[src/hdl/met_pkg.sv]
// Shared types and constants for the Mandelbrot escape-time block.
`timescale 1ns / 1ps

package met_pkg;

    // Fixed widths of the port fields.
    localparam int PIX_W      = 12;
    localparam int MIN_W      = 32;
    localparam int STEP_W     = 31;
    localparam int ITER_W     = 17;
    localparam int CFG_IDX_W  = 3;
    localparam int CFG_DATA_W = 32;

    // Register indexes on the configuration port.
    typedef enum logic [CFG_IDX_W-1:0] {
        REG_REAL_MIN       = 3'd0,
        REG_IMAG_MIN       = 3'd1,
        REG_REAL_STEP      = 3'd2,
        REG_IMAG_STEP      = 3'd3,
        REG_MAX_ITERATIONS = 3'd4
    } met_reg_idx_t;

    // Register values after reset.
    localparam logic signed [MIN_W-1:0] RST_REAL_MIN       = -32'sd536870912;
    localparam logic signed [MIN_W-1:0] RST_IMAG_MIN       = -32'sd536870912;
    localparam logic [STEP_W-1:0]       RST_REAL_STEP      = 31'd1048576;
    localparam logic [STEP_W-1:0]       RST_IMAG_STEP      = 31'd1048576;
    localparam logic [ITER_W-1:0]       RST_MAX_ITERATIONS = 17'd100000;

    typedef struct packed {
        logic signed [MIN_W-1:0] real_min;
        logic signed [MIN_W-1:0] imag_min;
        logic [STEP_W-1:0]       real_step;
        logic [STEP_W-1:0]       imag_step;
        logic [ITER_W-1:0]       max_iterations;
    } met_cfg_t;

    // Commands from the controller to the datapath.
    typedef struct packed {
        logic load_pixel;
        logic coord_mul;
        logic coord_add;
        logic square;
        logic iterate;
        logic load_result;
    } met_cmd_t;

    // Status from the datapath to the controller.
    typedef struct packed {
        logic finish;
    } met_status_t;

endpackage

[src/hdl/met_ctrl.sv]
// Controller: sequences one pixel through mapping and the iteration loop.
`timescale 1ns / 1ps

module met_ctrl (
    input  logic                  clk,
    input  logic                  rst_n,
    input  logic                  in_valid,
    output logic                  in_stall,
    output logic                  out_valid,
    input  logic                  out_stall,
    input  met_pkg::met_status_t  status,
    output met_pkg::met_cmd_t     cmd
);
    import met_pkg::*;

    typedef enum logic [5:0] {
        ST_IDLE      = 6'b000001,
        ST_COORD_MUL = 6'b000010,
        ST_COORD_ADD = 6'b000100,
        ST_SQUARE    = 6'b001000,
        ST_UPDATE    = 6'b010000,
        ST_DONE      = 6'b100000
    } met_state_t;

    met_state_t state_reg;
    met_state_t state_next;
    logic       out_valid_reg;
    logic       out_valid_next;
    logic       out_free;

    assign out_free  = !out_valid_reg || !out_stall;
    assign in_stall  = (state_reg != ST_IDLE);
    assign out_valid = out_valid_reg;

    always_comb
    begin
        state_next = state_reg;
        cmd        = '0;
        case (state_reg)
            ST_IDLE:
            begin
                if (in_valid)
                begin
                    cmd.load_pixel = 1'b1;
                    state_next     = ST_COORD_MUL;
                end
            end
            ST_COORD_MUL:
            begin
                cmd.coord_mul = 1'b1;
                state_next    = ST_COORD_ADD;
            end
            ST_COORD_ADD:
            begin
                cmd.coord_add = 1'b1;
                state_next    = ST_SQUARE;
            end
            ST_SQUARE:
            begin
                cmd.square = 1'b1;
                state_next = ST_UPDATE;
            end
            ST_UPDATE:
            begin
                if (status.finish)
                begin
                    state_next = ST_DONE;
                end
                else
                begin
                    cmd.iterate = 1'b1;
                    state_next  = ST_SQUARE;
                end
            end
            ST_DONE:
            begin
                if (out_free)
                begin
                    cmd.load_result = 1'b1;
                    state_next      = ST_IDLE;
                end
            end
            default:
            begin
                state_next = ST_IDLE;
            end
        endcase
    end

    always_comb
    begin
        out_valid_next = out_valid_reg;
        if (cmd.load_result)
        begin
            out_valid_next = 1'b1;
        end
        else if (!out_stall)
        begin
            out_valid_next = 1'b0;
        end
    end

    always_ff @(posedge clk or negedge rst_n)
    begin
        if (!rst_n)
        begin
            state_reg     <= ST_IDLE;
            out_valid_reg <= 1'b0;
        end
        else
        begin
            state_reg     <= state_next;
            out_valid_reg <= out_valid_next;
        end
    end

endmodule

[config.mk]
export PLATFORM = sky130hd
export DESIGN_NAME = met_ctrl
export DESIGN_NICKNAME = d
export VERILOG_FILES = /design/src/hdl/met_pkg.sv /design/src/hdl/met_ctrl.sv
export SDC_FILE = /design/constraint.sdc
export NUM_CORES = 1
export LEC_CHECK = 0
export BUFFER_PORTS_ARGS = -buffer_cell sky130_fd_sc_hd__buf_2
export CAP_MARGIN = 15
export CORE_AREA = 8 8 45 47
export CTS_CLUSTER_SIZE = 28
export DETAILED_ROUTE_END_ITERATION = 10
export DIE_AREA = 0 0 53 55
export GPL_ROUTABILITY_DRIVEN = 0
export PLACE_DENSITY_LB_ADDON = 0.3
export RECOVER_POWER = 50
export SLEW_MARGIN = 10
export SYNTH_ARGS = -nofsm -noshare
export SYNTH_HDL_FRONTEND = slang
export SYNTH_SLANG_ARGS = --single-unit
[constraint.sdc]
create_clock -name clk -period 2.55 [get_ports clk]
set_input_delay 0.1275 -clock clk [delete_from_list [all_inputs] [get_ports clk]]
set_output_delay 0.1275 -clock clk [all_outputs]
set_load 0.1 [all_outputs]
Word-level counts from Yosys, hierarchy flattened
Index checks and enable logic that the tools add are counted.
{"block": "classes", "n_eq_ne": 10, "mux": 15, "n_reduce_logical": 4}
{"cell": "case mux 6 bit (6 select lines)", "n": 1}
{"cell": "two-way mux 6 bit", "n": 3}
{"cell": "two-way mux 1 bit", "n": 11}
{"cell": "== test 6 x 1 -> 1 bit (second input constant)", "n": 1}
{"cell": "== test 6 x 2 -> 1 bit (second input constant)", "n": 1}
{"cell": "== test 6 x 3 -> 1 bit (second input constant)", "n": 1}
{"cell": "== test 6 x 4 -> 1 bit (second input constant)", "n": 1}
{"cell": "== test 6 x 5 -> 1 bit (second input constant)", "n": 1}
{"cell": "== test 6 bit (second input constant)", "n": 1}
{"cell": "inequality test 6 x 1 -> 1 bit (second input constant)", "n": 1}
{"cell": "inequality test 2 bit (second input constant)", "n": 2}
{"cell": "logical NOT 1 bit", "n": 2}
{"cell": "inequality test 2 x 1 -> 1 bit (second input constant)", "n": 1}
{"cell": "AND reduction 2 bit", "n": 1}
{"cell": "logical OR 1 bit", "n": 1}
{"block": "totals", "in_bits": 5, "out_inout_bits": 8, "register_bits": 7, "elab_cells": 31}

Depth between registers and ports, before layout
Gate-level depths: netlist of the first run.
{"block": "logic_depth", "word_depth": 5, "mapped_depth": 5, "mapped_depth_nobuf": 3}

Worst setup path after synthesis of the first run
Ideal clock, no wire load.
{"block": "synth_timing", "path_kind": "reg-to-output", "from": "register state_reg[1]", "to": "output cmd[3] (netlist name)", "stages_incl_launch_ff": 4, "n_path_buf": 1, "t_arrival_ns": 4.047, "t_required_ns": 2.423, "slack_ns": -1.625, "path_cell_list": "dfrtp_1 -> or3_1 -> clkbuf_1 -> nor4b_1"}
{"element": "start: declaration", "line_no": "met_ctrl.sv:25", "rtl": "met_state_t state_reg;"}
{"element": "start signal: assignment", "line_no": "met_ctrl.sv:112", "rtl": "state_reg <= state_next;"}
{"element": "end: declaration", "line_no": "met_ctrl.sv:12", "rtl": "output met_pkg::met_cmd_t cmd"}

==> results of run 1 <==
[metal layers]
| layer | part of all wire, % | wire [um] | global-route usage [%] |
|---|---|---|---|
| met1 | 43 | 388 | 8.63 |
| met2 | 47 | 423 | 10.7 |
| met3 | 9.8 | 88 | 4.81 |
| met4 | 0 | 0 | 1.29 |
| met5 | 0 | 0 | 0 |
[cell type report]
cell class	count	area share, %
clock buffer	4	4.87
inverter	2	1.39
multi-input combinational	28	43.4
sequential	7	32.7
tap	16	3.71
timing repair buffer	14	13.9
[through the flow]
step	setup TNS [ns]	setup WS (ns)
finish	0	0.199
global route	0	0.114
CTS	0	0.182
detailed placement	0	0.454
global placement	0	0.470
floorplan	-0.696	-0.254
[cell usage in the layout, fill, tap and decap left out]
master and count:
o22ai_1 1, nand4b_1 1, nor4b_2 2, a21oi_1 2, nor2_1 1, or3_1 1, nor3_1 1, nor2_2 1
or3b_1 1, o21a_1 1, nor4b_1 1, nand2b_1 1, nor4_2 1, a211oi_1 1, nand2_1 2, dfstp_2 1
clkbuf_1 3, clkbuf_4 3, xnor2_1 2, nor3b_2 1, or4_4 1, or4_1 1, dlygate4sd3_1 1, dfrtp_1 6
buf_4 1, inv_1 2, mux2_2 1, nand3b_1 1, buf_2 10, or3b_4 1, o22ai_2 1, nor3b_1 1
[logic make-up after synthesis]
kind of cell | after synthesis | synth area share [%]
mux | 1 | 2.67
simple gates | 19 | 32.1
compound gates | 6 | 10.4
flops | 7 | 41.8
xor+xnor | 2 | 4.16
buf+inv | 7 | 8.90
[power breakdown]
group          internal, mW  switching [mW]  total (mW)
Sequential            0.141          0.0436       0.184
Clock                0.0598          0.0419       0.102
Combinational         0.117           0.291       0.409
[worst paths after layout]
path,from,end,slack (ns),cells after the start
min reg2reg,out_valid,out_valid,0.53,2
min in group asynchronous,rst_n,state_reg[5],0.30,2
max in group asynchronous,rst_n,state_reg[0],1.94,2
max reg2reg,state_reg[3],state_reg[0],0.87,3
max,state_reg[3],cmd[5],0.20,4
min,in_valid,state_reg[0],0.06,2
==> metrics.yaml, run 1 <==
outcome: "finished, final reports clean"
cp-start-kind: "flip-flop"
cts_setup_buffers: 0
slew_headroom_pct: 23.0
fin_crit_sh_pct: 92.2
rsz0062_at_grt: "no"
netlist_top_cells_area: "dfrtp_1 (36%), dfstp_2 (6.2%), nor4b_1 (6.2%), xnor2_1 (4.2%), nor3b_1 (3.6%)"
synth_common_cells: "dfrtp_1 (6), clkbuf_1 (3), nor4b_1 (3)"
via_per_inst: 4.97
wl_per_cell_um: 12.7
wl_um: 899
drtAntennaViolNets: 0
tightest_slew_ns: 1.16
root_buffer: "clkbuf_4"
final_util_pct: 39.0
area_growth_pct: 27.9
io_buffers: 12
finalCriticalPeriod_ns: 2.35
crit_required_ns: 2.42
grt.total_usage_pct: 7.25
cp_data_arrival_time_ns: 2.22
postSynth.topFlopCell: "dfrtp_1"
ys_types: 27
fp-row-count: 14
vdd_ir_drop_max_mv: 0.715
endpoint_kind: "output pin"
cts_resized: 0
fin_skew_ns: 0.00404
setup_viol: 0
grt_pass1_vias: 364
dr.pass1.iters: 3
cts_tree: "done"
io_pins: 13
multiInputGateArea_um2: 234
netlist_area_um2: 422
postSynthAreaPerCell_um2: 10.0
ys_seq_area_share_pct: 41.8
timing.hold.ws_ns: 0.0566
grt_max_degree: 11
slowest_delay_ns: 0.55
power.density_nw_per_um2: 1290
drt-initial-drc-count: 3
seq_area_um2: 176
finalHoldViolations: 0
hold_class: "in -> reg"
p_leak_nw: 0.232
num_vias: 353
grt_remaining_overflow: 0
ys_seq_elements: 7
drive_above_1_share_pct: 43.6
cp_num_buf_inv: 1
path_delay_family: "simple AND/OR/NAND/NOR gates"
final_cell_area_um2: 539
htreeDepth: 1
synth_top_cell_by_area: "dfrtp_1"
fmax_ghz: 0.425
path_clk_slew_ns: 0.05
largest_reg_flops: 6
die_w_um: 53
stdcell_count: 71
syn-instance-count: 42
worstPathCellList: "or4_4, or3b_4, nor2_2, buf_2"
critPathSlowestCell: "or4_4"
power_uw: 695
antenna_found_initial: 0
drc: 0
num-fill-cells: 137
path_class: "reg -> out"
dieArea_um2: 2920
clockBufferDepth: 2
hold_buffers: 1
ys_warn_count: 0
synth.most_common_cell: "dfrtp_1"
crit_fanout: 9
synth_edf_count: 0
nets: 61
clkLatencyLatePin_ns: 0.25
die_y_um: 55
dpl.cell_count: 66
yosysTopAreaCellShare_pct: 35.6
diodes: 0
start_util_pct: 30.5
cts_buffers: 3
clkSinkCount: 7
syn_nets: 47
slew_viol_final: 0
synth-async-reset-ratio_pct: 100
dp_hpwl_um: 683
dpl_cell_area_um2: 505
core_area_um2: 1380
grt_pass1_wl_um: 1600
maxCapViolations: 0
Note: power is estimated with default switching activity, not from simulation.
==> inputs of run 2 (changes only) <==
- SETUP_SLACK_MARGIN: default -> 0.5
==> metrics.yaml, run 2 (synthesis gave the netlist of run 1 again) <==
drive_above_1_share_pct: 51.7  # +8.1 points
fin_crit_sh_pct: 84.4  # -7.8 points
largest_reg_flops: 6  # unchanged
start_util_pct: 30.5  # unchanged
nets: 64  # +4.9%
num_vias: 364  # +3.1%
drt-initial-drc-count: 6  # +3
grt_pass1_vias: 364  # unchanged
grt_remaining_overflow: 0  # unchanged
clkLatencyLatePin_ns: 0.25  # about the same
use_met2_pct: 11.1  # +0.39 points
hold_class: "in -> reg"
final_util_pct: 46.5  # +7.5 points
area_growth_pct: 52.5
wl_um: 1020  # +13%
dp_hpwl_um: 711  # +4.2%
diodes: 0  # unchanged
stdcell_count: 74  # +4.2%
fin_skew_ns: 0.00335  # -0.000688 ns
layout_commonest_cell: "buf_4"
die_w_um: 53  # unchanged
crit_fanout: 4  # -5
wl_per_cell_um: 13.7  # +8.3%
vdd_ir_drop_max_mv: 0.414  # -42%
io_buffers: 12  # unchanged
num-fill-cells: 142  # +3.6%
grt_max_degree: 11  # unchanged
final_cell_area_um2: 643  # +19%
die_y_um: 55  # unchanged
grt_pass1_wl_um: 1640  # +2.6%
slowest_delay_ns: 0.61  # +0.06 ns
crit_required_ns: 2.42  # about the same
endpoint_kind: "output pin"
slew_viol_final: 0  # unchanged
outcome: "finished, final reports clean"
worstPathCellList: "or4_1, or3b_4, nor2_4, buf_12"
cts_tree: "done"
clkSinkCount: 7  # unchanged
maxCapViolations: 0  # unchanged
setup_viol: 0  # unchanged
grtUsageMet3_pct: 2.67  # -2.1 points
dpl.cell_count: 66  # unchanged
timing.final.ws_setup_ns: 0.397  # +0.198 ns
path_clk_slew_ns: 0.06  # about the same
path_class: "reg -> out"
drc: 0  # unchanged
dpl_cell_area_um2: 543  # +7.4%
layout_common_cells: "buf_4 (7), buf_2 (4), dfrtp_1 (4)"
finalHoldViolations: 0  # unchanged
rsz0062_at_grt: "yes"
power.density_nw_per_um2: 1250  # -3.1%
pre_cts_slack_ns: 0.393  # -0.0616 ns
finalCriticalPeriod_ns: 2.15  # -0.198 ns
power_uw: 802  # +16%
p_leak_nw: 0.256  # +11%
fin_setup_tns_ns: 0  # unchanged
clockBufferDepth: 2  # unchanged
cp_data_arrival_time_ns: 2.03  # -0.19 ns
cts_buffers: 3  # unchanged
htreeDepth: 1  # unchanged
grt.total_usage_pct: 7.84  # +0.59 points
timing.hold.ws_ns: 0.0688  # +0.0122 ns
critPathSlowestCell: "or4_1"
root_buffer: "clkbuf_4"
fmax_ghz: 0.464  # +9.2%
io_pins: 13  # unchanged
tightest_slew_ns: 1.16  # +0.00376 ns
core_area_um2: 1380  # unchanged
slew_headroom_pct: 22.7  # -0.25 points
dr.pass1.iters: 4  # +1
use_met1_pct: 8.90  # +0.27 points
cp-start-kind: "flip-flop"
busiest_layer: "met2"
drtAntennaViolNets: 0  # unchanged
antenna_found_initial: 0  # unchanged
dieArea_um2: 2920  # unchanged
fp-row-count: 14  # unchanged
via_per_inst: 4.92  # -1.1%
## run 2: changes by cell type in the layout (fill, tap and decap cells not counted), moves of 2 or more
| cell | change |
|---|---|
| buf_2 | -6 |
| buf_4 | +6 |
| dfrtp_1 | -2 |
| dfrtp_2 | +2 |
| nor4b_2 | -2 |
| nor4b_4 | +2 |
## run 2: final timing paths
path,startpoint,end,slack (ns),cells after the start
worst max-delay path,state_reg[3],cmd[5],0.40,4
min in group asynchronous,rst_n,state_reg[1],0.31,2
max in group asynchronous,rst_n,state_reg[0],1.93,2
worst min register to register,out_valid,out_valid,0.53,2
worst min-delay path,in_valid,state_reg[0],0.07,2
worst max register to register,state_reg[3],state_reg[0],0.72,4
## run 2: cell type report
class                      instances  area [um^2]  share of cell area [%]
tap                               16         20.0                    3.11
clock buffer                       4         26.3                    4.09
inverter                           2         7.51                    1.17
multi-input combinational         28          274                    42.6
sequential                         7          179                    27.8
timing repair buffer              17          136                    21.2
## run 2: worst max-delay path: cells and delay by family, from the launching register on
family	cells	cell delay [ns]
buffers and inverters	1	0.18
DFF	1	0.41
and+or+nand+nor	3	1.19
## run 2: power breakdown
part           internal (mW)  switching (mW)
clock                 0.0598          0.0420
sequential             0.142          0.0332
combinational          0.181           0.344
## run 2: routing by layer
| layer | up-vias | wire length [um] |
|---|---|---|
| li1 | 186 | - |
| met1 | 164 | 453 |
| met2 | 12 | 445 |
| met3 | 2 | 89 |
| met4 | 0 | 27 |
| met5 | - | 0 |
## run 2: repair_timing
action | 4_1_cts | 5_1_grt
setup buffers | 2 | 1
pin swaps | 3 | 3
endpoints found under the hold margin | 7 | 0
hold buffers | 1 | 0
setup endpoints to repair | 7 | 4
resized for setup | 15 | 3
